===== src/hw/rtl/s5scan_pkg.sv =====
// Shared types, constants and byte tables for the S5 sleep-type scanner.
`default_nettype none

package s5scan_pkg;

    // Default length of the search window, in bytes, counted from the start of an _S5_ name.
    localparam int unsigned SEARCH_WINDOW_DEF = 64;

    // AML and table constants.
    localparam logic [7:0] NAME_UNDERSCORE = 8'h5F;
    localparam logic [7:0] NAME_S          = 8'h53;
    localparam logic [7:0] NAME_5          = 8'h35;
    localparam logic [7:0] OP_PACKAGE      = 8'h12;
    localparam logic [7:0] PREFIX_BYTE     = 8'h0A;
    localparam logic [7:0] SIG_D           = 8'h44;
    localparam logic [7:0] SIG_S           = 8'h53;
    localparam logic [7:0] SIG_T           = 8'h54;

    // Signature bytes seen so far saturate at this count.
    localparam logic [2:0] HDR_LEN = 3'd4;

    typedef enum logic [3:0] {
        PH_SCAN,
        PH_LEAD,
        PH_FOLLOW,
        PH_COUNT,
        PH_PREFA,
        PH_VALA,
        PH_PREFB,
        PH_VALB,
        PH_DONE
    } s5scan_phase_t;

    typedef struct packed {
        logic       s5_found;
        logic [7:0] sleep_type_a;
        logic [7:0] sleep_type_b;
        logic       checksum_ok;
        logic       signature_ok;
    } s5scan_result_t;

    // Expected byte of the name _S5_ at a given match position.
    function automatic logic [7:0] name_byte(input logic [1:0] pos);
        logic [7:0] val;
        unique case (pos)
            2'd0:    val = NAME_UNDERSCORE;
            2'd1:    val = NAME_S;
            2'd2:    val = NAME_5;
            default: val = NAME_UNDERSCORE;
        endcase
        return val;
    endfunction

    // Expected byte of the table signature DSDT at a given header position.
    function automatic logic [7:0] sig_byte(input logic [1:0] pos);
        logic [7:0] val;
        unique case (pos)
            2'd0:    val = SIG_D;
            2'd1:    val = SIG_S;
            2'd2:    val = SIG_D;
            default: val = SIG_T;
        endcase
        return val;
    endfunction

endpackage

`default_nettype wire


===== src/hw/rtl/s5scan_core.sv =====
// Per-byte scan state: checksum, signature, name match and package parser.
`default_nettype none

module s5scan_core #(
    parameter int unsigned SEARCH_WINDOW = s5scan_pkg::SEARCH_WINDOW_DEF
) (
    input  wire logic                       clk,
    input  wire logic                       rst_n,
    input  wire logic                       step,
    input  wire logic [7:0]                 data_byte,
    input  wire logic                       last_byte,
    output s5scan_pkg::s5scan_result_t      result
);

    localparam int unsigned WIN_W = $clog2(SEARCH_WINDOW);
    localparam logic [WIN_W-1:0] WIN_RELOAD = WIN_W'(SEARCH_WINDOW - 4);

    s5scan_pkg::s5scan_phase_t phase_reg, phase_next;
    logic [1:0]       match_reg, match_next;
    logic [WIN_W-1:0] win_reg, win_next;
    logic [1:0]       follow_reg, follow_next;
    logic [7:0]       sum_reg, sum_next;
    logic [2:0]       hdr_reg, hdr_next;
    logic             sig_reg, sig_next;
    logic             pkg_reg, pkg_next;
    logic [7:0]       type_a_reg, type_a_next;
    logic [7:0]       type_b_reg, type_b_next;

    logic       win_open;
    logic       take_package;
    logic [1:0] follow_dec;
    logic       checksum_ok;
    logic       signature_ok;
    logic       found;

    assign win_open     = (win_reg != '0);
    assign take_package = win_open && (data_byte == s5scan_pkg::OP_PACKAGE);
    assign follow_dec   = follow_reg - 2'd1;

    // Phase sequencing.
    always_comb
    begin
        phase_next = phase_reg;
        unique case (phase_reg)
            s5scan_pkg::PH_SCAN:
                if (take_package)
                    phase_next = s5scan_pkg::PH_LEAD;
            s5scan_pkg::PH_LEAD:
                phase_next = (data_byte[7:6] != 2'd0) ? s5scan_pkg::PH_FOLLOW
                                                      : s5scan_pkg::PH_COUNT;
            s5scan_pkg::PH_FOLLOW:
                if (follow_dec == 2'd0)
                    phase_next = s5scan_pkg::PH_COUNT;
            s5scan_pkg::PH_COUNT:
                phase_next = s5scan_pkg::PH_PREFA;
            s5scan_pkg::PH_PREFA:
                phase_next = (data_byte == s5scan_pkg::PREFIX_BYTE) ? s5scan_pkg::PH_VALA
                                                                    : s5scan_pkg::PH_DONE;
            s5scan_pkg::PH_VALA:
                phase_next = s5scan_pkg::PH_PREFB;
            s5scan_pkg::PH_PREFB:
                phase_next = (data_byte == s5scan_pkg::PREFIX_BYTE) ? s5scan_pkg::PH_VALB
                                                                    : s5scan_pkg::PH_DONE;
            default:
                phase_next = s5scan_pkg::PH_DONE;
        endcase
    end

    // Datapath updates that depend on the phase.
    always_comb
    begin
        match_next  = match_reg;
        win_next    = win_reg;
        follow_next = follow_reg;
        pkg_next    = pkg_reg;
        type_a_next = type_a_reg;
        type_b_next = type_b_reg;

        unique case (phase_reg)
            s5scan_pkg::PH_SCAN:
            begin
                if (!take_package)
                begin
                    if (win_open)
                        win_next = win_reg - WIN_W'(1);
                    if (data_byte == s5scan_pkg::name_byte(match_reg))
                    begin
                        if (match_reg == 2'd3)
                        begin
                            win_next   = WIN_RELOAD;
                            match_next = 2'd1;
                        end
                        else
                            match_next = match_reg + 2'd1;
                    end
                    else
                        match_next = (data_byte == s5scan_pkg::NAME_UNDERSCORE) ? 2'd1 : 2'd0;
                end
            end
            s5scan_pkg::PH_LEAD:   follow_next = data_byte[7:6];
            s5scan_pkg::PH_FOLLOW: follow_next = follow_dec;
            s5scan_pkg::PH_COUNT:  pkg_next = 1'b1;
            s5scan_pkg::PH_VALA:   type_a_next = data_byte;
            s5scan_pkg::PH_VALB:   type_b_next = data_byte;
            default:               pkg_next = pkg_reg;
        endcase
    end

    // The checksum runs on every byte and the signature check on the header bytes, regardless of phase.
    always_comb
    begin
        sum_next = sum_reg + data_byte;
        hdr_next = hdr_reg;
        sig_next = sig_reg;
        if (hdr_reg != s5scan_pkg::HDR_LEN)
        begin
            if (data_byte != s5scan_pkg::sig_byte(hdr_reg[1:0]))
                sig_next = 1'b0;
            hdr_next = hdr_reg + 3'd1;
        end
    end

    assign checksum_ok  = (sum_next == 8'd0);
    assign signature_ok = sig_next && (hdr_next == s5scan_pkg::HDR_LEN);
    assign found        = checksum_ok && signature_ok && pkg_next;

    assign result.s5_found     = found;
    assign result.sleep_type_a = found ? type_a_next : 8'd0;
    assign result.sleep_type_b = found ? type_b_next : 8'd0;
    assign result.checksum_ok  = checksum_ok;
    assign result.signature_ok = signature_ok;

    // The last byte of a table returns every field to its reset value.
    always_ff @(posedge clk or negedge rst_n)
    begin
        if (!rst_n)
        begin
            phase_reg  <= s5scan_pkg::PH_SCAN;
            match_reg  <= 2'd0;
            win_reg    <= '0;
            follow_reg <= 2'd0;
            sum_reg    <= 8'd0;
            hdr_reg    <= 3'd0;
            sig_reg    <= 1'b1;
            pkg_reg    <= 1'b0;
            type_a_reg <= 8'd0;
            type_b_reg <= 8'd0;
        end
        else if (step)
        begin
            if (last_byte)
            begin
                phase_reg  <= s5scan_pkg::PH_SCAN;
                match_reg  <= 2'd0;
                win_reg    <= '0;
                follow_reg <= 2'd0;
                sum_reg    <= 8'd0;
                hdr_reg    <= 3'd0;
                sig_reg    <= 1'b1;
                pkg_reg    <= 1'b0;
                type_a_reg <= 8'd0;
                type_b_reg <= 8'd0;
            end
            else
            begin
                phase_reg  <= phase_next;
                match_reg  <= match_next;
                win_reg    <= win_next;
                follow_reg <= follow_next;
                sum_reg    <= sum_next;
                hdr_reg    <= hdr_next;
                sig_reg    <= sig_next;
                pkg_reg    <= pkg_next;
                type_a_reg <= type_a_next;
                type_b_reg <= type_b_next;
            end
        end
    end

endmodule

`default_nettype wire


===== src/hw/rtl/s5scan_out.sv =====
// Result register with valid/ready handshake toward the receiver.
`default_nettype none

module s5scan_out (
    input  wire logic                       clk,
    input  wire logic                       rst_n,
    input  wire logic                       load,
    input  wire s5scan_pkg::s5scan_result_t result,
    input  wire logic                       out_ready,
    output logic                            out_valid,
    output logic                            can_load,
    output s5scan_pkg::s5scan_result_t      held
);

    logic valid_reg;
    s5scan_pkg::s5scan_result_t held_reg;

    assign can_load  = !valid_reg || out_ready;
    assign out_valid = valid_reg;
    assign held      = held_reg;

    always_ff @(posedge clk or negedge rst_n)
    begin
        if (!rst_n)
            valid_reg <= 1'b0;
        else if (load)
            valid_reg <= 1'b1;
        else if (out_ready)
            valid_reg <= 1'b0;
    end

    always_ff @(posedge clk)
    begin
        if (load)
            held_reg <= result;
    end

endmodule

`default_nettype wire


===== src/hw/rtl/aml_s5_sleep_type_scanner.sv =====
// Top level of the DSDT _S5_ sleep-type scanner.
//
// The input channel (in_valid/in_ready) carries one table byte per item in
// data_byte, with last_byte set on the final byte of a table. The scanner
// sums the bytes, checks the DSDT signature, finds the _S5_ name and its
// package, and captures up to two byte-prefixed sleep type values.
// The output channel (out_valid/out_ready) carries exactly one result item per
// table, produced by the last byte: s5_found, sleep_type_a, sleep_type_b,
// checksum_ok and signature_ok. Bytes without last_byte produce nothing.
// Throughput is one byte per cycle while no last byte stalls. An accepted
// byte is held in the input register and is folded into the scan state when
// it leaves it; a last byte loads the result register at that same edge,
// which raises out_valid. The result register decouples the two sides:
// while a result waits, bytes of the next table keep flowing; only a second
// last byte stalls in the input register, holding in_ready low until the
// waiting result is taken.
// Reset clears the scan state, the input valid flag and the result valid flag;
// after the final byte the scan state returns to its reset values by itself.
`default_nettype none

module aml_s5_sleep_type_scanner #(
    parameter int unsigned SEARCH_WINDOW = s5scan_pkg::SEARCH_WINDOW_DEF
) (
    input  wire logic       clk,
    input  wire logic       rst_n,
    input  wire logic       in_valid,
    output logic            in_ready,
    input  wire logic [7:0] data_byte,
    input  wire logic       last_byte,
    output logic            out_valid,
    input  wire logic       out_ready,
    output logic            s5_found,
    output logic [7:0]      sleep_type_a,
    output logic [7:0]      sleep_type_b,
    output logic            checksum_ok,
    output logic            signature_ok
);

    // Input register holding one byte ahead of the scan state.
    logic       in_valid_reg;
    logic [7:0] in_byte_reg;
    logic       in_last_reg;

    logic step;
    logic can_load;
    s5scan_pkg::s5scan_result_t step_result;
    s5scan_pkg::s5scan_result_t held_result;

    // A byte that ends a table needs room in the result register; any other
    // byte is consumed unconditionally.
    assign step     = in_valid_reg && (!in_last_reg || can_load);
    assign in_ready = !in_valid_reg || step;

    always_ff @(posedge clk or negedge rst_n)
    begin
        if (!rst_n)
            in_valid_reg <= 1'b0;
        else if (in_ready)
            in_valid_reg <= in_valid;
    end

    always_ff @(posedge clk)
    begin
        if (in_ready && in_valid)
        begin
            in_byte_reg <= data_byte;
            in_last_reg <= last_byte;
        end
    end

    s5scan_core #(
        .SEARCH_WINDOW(SEARCH_WINDOW)
    ) u_core (
        .clk       (clk),
        .rst_n     (rst_n),
        .step      (step),
        .data_byte (in_byte_reg),
        .last_byte (in_last_reg),
        .result    (step_result)
    );

    s5scan_out u_out (
        .clk       (clk),
        .rst_n     (rst_n),
        .load      (step && in_last_reg),
        .result    (step_result),
        .out_ready (out_ready),
        .out_valid (out_valid),
        .can_load  (can_load),
        .held      (held_result)
    );

    assign s5_found     = held_result.s5_found;
    assign sleep_type_a = held_result.sleep_type_a;
    assign sleep_type_b = held_result.sleep_type_b;
    assign checksum_ok  = held_result.checksum_ok;
    assign signature_ok = held_result.signature_ok;

endmodule

`default_nettype wire

===== config.mk =====
export PLATFORM = sky130hd
export DESIGN_NAME = aml_s5_sleep_type_scanner
export DESIGN_NICKNAME = d
export VERILOG_FILES = /design/src/hw/rtl/s5scan_pkg.sv /design/src/hw/rtl/s5scan_core.sv /design/src/hw/rtl/s5scan_out.sv /design/src/hw/rtl/aml_s5_sleep_type_scanner.sv
export SDC_FILE = /design/constraint.sdc
export NUM_CORES = 1
export LEC_CHECK = 0
export ABC_CLOCK_PERIOD_IN_PS = 2900
export BUFFER_PORTS_ARGS = -buffer_cell sky130_fd_sc_hd__buf_2
export CELL_PAD_IN_SITES_DETAIL_PLACEMENT = 1
export CELL_PAD_IN_SITES_GLOBAL_PLACEMENT = 1
export CORE_MARGIN = 2
export CORE_UTILIZATION = 49
export CTS_BUF_LIST = sky130_fd_sc_hd__clkbuf_2
export CTS_CLUSTER_DIAMETER = 120
export DETAILED_ROUTE_END_ITERATION = 16
export PLACE_DENSITY = 0.89
export SKIP_LAST_GASP = 1
export SLEW_MARGIN = 5
export SYNTH_ARGS = -nofsm -noshare
export SYNTH_HDL_FRONTEND = slang
export SYNTH_SLANG_ARGS = --single-unit

===== constraint.sdc =====
create_clock -name clk -period 2.9 [get_ports clk]
set_input_delay 0.58 -clock clk [delete_from_list [all_inputs] [get_ports clk]]
set_output_delay 0.58 -clock clk [all_outputs]
set_load 0.03 [all_outputs]

After elaboration in Yosys (flattened, before gate mapping)
Index checks and enable logic that the tools add are counted.
{"block": "totals", "regBits": 73, "latch_bits": 0, "ram_bits": 0, "mem_bits_ro": 0, "inputBits": 13, "out_inout_bits": 21, "wordCells": 112, "n_memories": 0}
{"block": "classes", "addsub": 5, "n_mul": 0, "div": 0, "magnitude_cmp": 0, "eq_ne": 22, "shift": 0, "n_mux": 40, "n_bitwise": 0, "reduce_logical": 26}
{"op": "2-to-1 mux 8 bit", "n": 8}
{"op": "2-to-1 mux 6 bit", "n": 6}
{"op": "one-hot mux 4 bit (7 select lines)", "n": 1}
{"op": "2-to-1 mux 4 bit", "n": 5}
{"op": "== test 4 x 3 -> 1 bit (second input constant)", "n": 4}
{"op": "one-hot mux 7 bit (2 select lines)", "n": 1}
{"op": "2-to-1 mux 2 bit", "n": 6}
{"op": "one-hot mux 5 bit (2 select lines)", "n": 1}
{"op": "2-to-1 mux 1 bit", "n": 9}
{"op": "adder 8 bit", "n": 1}
{"op": "== test 4 x 2 -> 1 bit (second input constant)", "n": 2}
{"op": "== test 8 x 4 -> 1 bit (second input constant)", "n": 1}
{"op": "== test 8 x 5 -> 1 bit (second input constant)", "n": 1}
{"op": "== test 8 x 7 -> 1 bit (second input constant)", "n": 1}
{"op": "== test 8 bit", "n": 1}
{"op": "zero test 8 bit", "n": 1}
{"op": "!= test 8 bit", "n": 1}
{"op": "logical AND 1 bit", "n": 7}
{"op": "== test 2 bit (second input constant)", "n": 3}
{"op": "2-to-1 mux 3 bit", "n": 2}
{"op": "!= test 3 x 2 -> 1 bit (second input constant)", "n": 2}
{"op": "AND reduction 3 bit", "n": 2}
{"op": "nonzero test 2 bit", "n": 3}
{"op": "nonzero test 6 bit", "n": 1}
{"op": "17 further kinds", "n": 23}

Depth between registers and ports, before layout
{"block": "logic_depth", "word_depth": 10, "depth_mapped": 9, "depth_no_buf": 7}

Modules after synthesis
Synthesis repeated with hierarchy kept, for this count alone.
{"block": "unflattened", "cells_unflattened": 387, "hier_area_um2": 4281.6}
{"mod": "s5scan_core", "n_inst": 1, "cells_per_inst": 349, "area_each_um2": 3314.4, "seq_area_each_um2": 1077.3}
{"mod": "s5scan_out", "n_inst": 1, "cells_per_inst": 22, "area_each_um2": 618.1, "seq_area_each_um2": 595.6}
{"mod": "aml_s5_sleep_type_scanner", "n_inst": 1, "cells_per_inst": 16, "area_each_um2": 349.1, "seq_area_each_um2": 295.3}

Worst setup path after synthesis
OpenSTA, ideal clock, no wires.
{"block": "synth_timing", "path_type": "flip-flop to flip-flop", "from": "register in_byte_reg[0]", "to": "register u_out.held_reg, in the netlist u_out.held[15] (data pin)", "arrival_ps": 2482, "t_required_ps": 2730, "path_slack_ps": 248, "stages_incl_launch_ff": 10, "path_buffers": 2, "synth_period_minus_slack_ps": 2652, "path_cell_list": "edfxtp_1 -> ha_1 -> fa_1 -> a211oi_1 -> nor2_1 -> xor2_1 -> or4_1 -> buf_6 -> buf_12 -> nor4_2"}
{"block": "synth_between", "elab_chain_len": 6, "word_cells_on_any_way": 8, "cone_classes": "1 x add/sub; 1 x eq/ne; 2 x mux; 4 x reduce/logical"}
{"element": "start, declared", "line_no": "aml_s5_sleep_type_scanner.sv:41", "source": "logic [7:0] in_byte_reg;"}
{"element": "start signal, assigned", "line_no": "aml_s5_sleep_type_scanner.sv:66", "source": "in_byte_reg <= data_byte;"}
{"element": "branches (longest 4 deep; another with adder 8 bit)"}
{"element": "logical AND 1 bit * (2 in a row)", "line_no": "s5scan_core.sv:125", "source": "assign found = checksum_ok && signature_ok && pkg_next;"}
{"element": "end signal, assigned", "line_no": "s5scan_out.sv:35", "source": "held_reg <= result;"}
{"element": "end, declared", "line_no": "s5scan_out.sv:16", "source": "s5scan_pkg::s5scan_result_t held_reg;"}
Every way passes the cells marked *.
A chain may end at the register's enable or synchronous reset.

Worst setup path after layout
{"block": "layout_timing", "from": "register in_byte_reg[1]", "to": "register u_out.held_reg, in the netlist u_out.held[14] (data pin)"}
The elaborated chain is that of the path after synthesis.

==> results.md <==
* GR Util All Layers at around a quarter
* Largest net degree at the start of global routing at 46
* Number of synthesized flops with an enable pin at 28
* Crit path DAT at 3.13 ns
* Antenna diodes at 0
* GPL Wtd Cong at between 0.8 and 0.9
* CTS tree: done
* Htree depth at 3
* TritonCTS Sinks at 73
* Hold_ws at between 0.06 and 0.07 ns
* Die ar. at 9380 um^2
* Ys flop type: dfrtp_1
* Number of DRC markers in iteration 0 at around 160
* DRC at 0
* Fin. Hold Viols at 0
* Most common cell after layout, fill and taps aside: dfrtp_1
* DP HPWL at 7270 um
* IO Pins at 34
* Deepest clock path buffer count at 2
* Clk root buf: clkbuf_2
* Routed Antenna Nets at 0
* Hold Path Class: primary input to async pin
* Avg WL per Cell at 19.4 um
* Fin crit period at approximately 2.8 ns
* Ys async rst share at 61.6%
* Clock transition at path regs at about 0.25 ns
* Peak VDD IR at roughly 0.32 mV
* RSZ-0062 raised after global routing: false
* Overall Power at ~3.1 mW
* CP max FO at 18
* Final setup viols at 0
* Synth Cell Area at about 4200 um^2
* Final setup margin at 0.144 ns
* Number of vias per cell at roughly 6.2
* Initial Util at 50.9%
* Die X at between 90 and 100 um
* Tcrit/Tclk final at between 90% and 100%
* Nature of the critical path startpoint: flop
* Total Wirelength at 10700 um
* Power Density at about 650 nW/um^2
* Crit path kind: flop to flop
* First-pass GRT wire length at 18200 um
* Distinct cells, synth at 71
* FMAX at approximately 360 MHz
* Site row count at 33
* Post-Syn Instances at 406
* Die Y-Extent at about 97 um
* Setup_tns at 0 ns
* Slew @ Worst Pin at between 0.5 and 0.6 ns
* Vias in the first global route at 3621
* Sequential share of the synthesized area at 46.6%
* Slew Limit Fails at 0
* Max cap viols at 0
* Leakage at approximately 2 nW
* Core area at roughly 8300 um^2
* Syn-to-layout area delta at 11.1%
* Most frequent cells in the layout: dfrtp_1, nand2_1, buf_2, nor2_1, edfxtp_1
* Total Nets Final at about 470
* IO buf count at 33
* Outcome: finished, final reports clean
* TritonRoute pass-1 iters at 4
* Post-Route Skew at ~0.032 ns
* Ratio of cells with drive above 1 in the final layout at around 22%
* Fin util at 56.6%
* Place WS at -0.0463 ns
* Synth warn at 0
* Slew HR at between 50% and 60%
* Initial antenna violation count at 0
* CTS buffer count at 9
* Post-Syn Area per Cell at about 10 um^2
* R2r startpoint: in_byte_reg[1]
* Flop and latch count out of synthesis at 73
* CP Launch Point: in_byte_reg[1]
* Max reg flops at 19
* Crit. End Element: flop
* Number of fillers in the final layout at 944
* Syn_nets at 437
* Vias at 3415
* Clk_lat worst skew at a little under 0.6 ns
* Worst path required time at approximately 3.3 ns
* GR Overflow Total at 0
## synth_stat cells, types with 3 or more instances
| cell | n | area, um^2 |
|---|---|---|
| inv_1 | 13 | 48.8 |
| buf_2 | 3 | 15.0 |
| nand3b_1 | 5 | 37.5 |
| nor2_1 | 28 | 105 |
| or4_1 | 4 | 30.0 |
| dfrtp_1 | 44 | 1100 |
| xnor2_1 | 5 | 43.8 |
| nand2_1 | 38 | 143 |
| and2_1 | 7 | 43.8 |
| o22ai_1 | 3 | 18.8 |
| o211ai_1 | 5 | 37.5 |
| o21ai_0 | 25 | 125 |
| nor4_1 | 10 | 62.6 |
| edfxtp_1 | 28 | 841 |
| ha_1 | 17 | 213 |
| a22o_1 | 4 | 35.0 |
| nor2b_1 | 3 | 18.8 |
| o2bb2ai_1 | 4 | 35.0 |
| a21oi_1 | 15 | 75.1 |
| buf_4 | 6 | 45.0 |
| xor2_1 | 6 | 52.6 |
| nand3_1 | 4 | 20.0 |
| clkbuf_1 | 15 | 56.3 |
| nor3_1 | 9 | 45.0 |
| mux2i_1 | 20 | 200 |
| nand2b_1 | 3 | 18.8 |
| a22oi_1 | 17 | 128 |
| nor4_2 | 8 | 100 |
## worst max-delay path, stage by stage (launching register included)
cell	delay, ns
edfxtp_1	0.52
ha_1	0.37
a211oi_4	0.31
o21ai_2	0.11
xor2_1	0.16
or4_1	0.57
buf_6	0.20
nor4_1	0.31
## path summary, 6_finish.rpt
kind / cells after the start / slack [ns] / end
worst max-delay path: 7 / 0.14 / u_out.held[14]
worst min-delay path: 2 / 0.07 / u_core.type_a_reg[3]
worst max register to register: 7 / 0.14 / u_out.held[14]
worst min register to register: 2 / 0.53 / u_core.sum_reg[0]
max in group asynchronous: 2 / 2.40 / u_core.type_a_reg[0]
min in group clk: 1 / 0.18 / in_byte_reg[4]
## report_power, final
group / switching [mW] / total, mW / internal, mW
Clock: 0.412 / 0.704 / 0.292
Combinational: 0.601 / 1.02 / 0.420
Sequential: 0.138 / 1.33 / 1.19
## routing by layer
metal	global-route usage, %	part of all wire (%)
met5	0	0
met4	8.23	2.0
met3	4.19	3.2
met2	39.9	50
met1	31.3	45
## final cells by class
type	count	area, um^2	share of cell area (%)
well taps	105	131	2.80
clock inverters	7	103	2.18
flip-flops and latches	73	1970	41.9
inverters	14	52.6	1.12
multi-input cells	291	2090	44.6
clock buffers	9	45.0	0.959
repair buffers	51	304	6.47
## per-stage QoR
step,cell area (um^2),instances
detailed placement,4490,532
floorplan,4230,406
global placement,4490,532
CTS,4650,549
global route,4700,550
finish,4700,550
## logic make-up after synthesis
kind of cell	after synthesis	synth area share (%)
mux	20	4.74
xor+xnor	11	2.28
compound gates	101	16.6
fa+ha+maj	18	5.51
buf+inv	42	4.94
simple gates	141	19.4
flops	73	46.6
## timing repair
action                     4_1_cts  5_1_grt
setup buffers                    1        1
pin swaps                        1        1
gates cloned                     0        0
hold buffers                     0        0
hold endpoints to repair         0        0
setup endpoints to repair       16       11
resized for setup                2        8
Note: power is estimated with default switching activity, not from simulation.
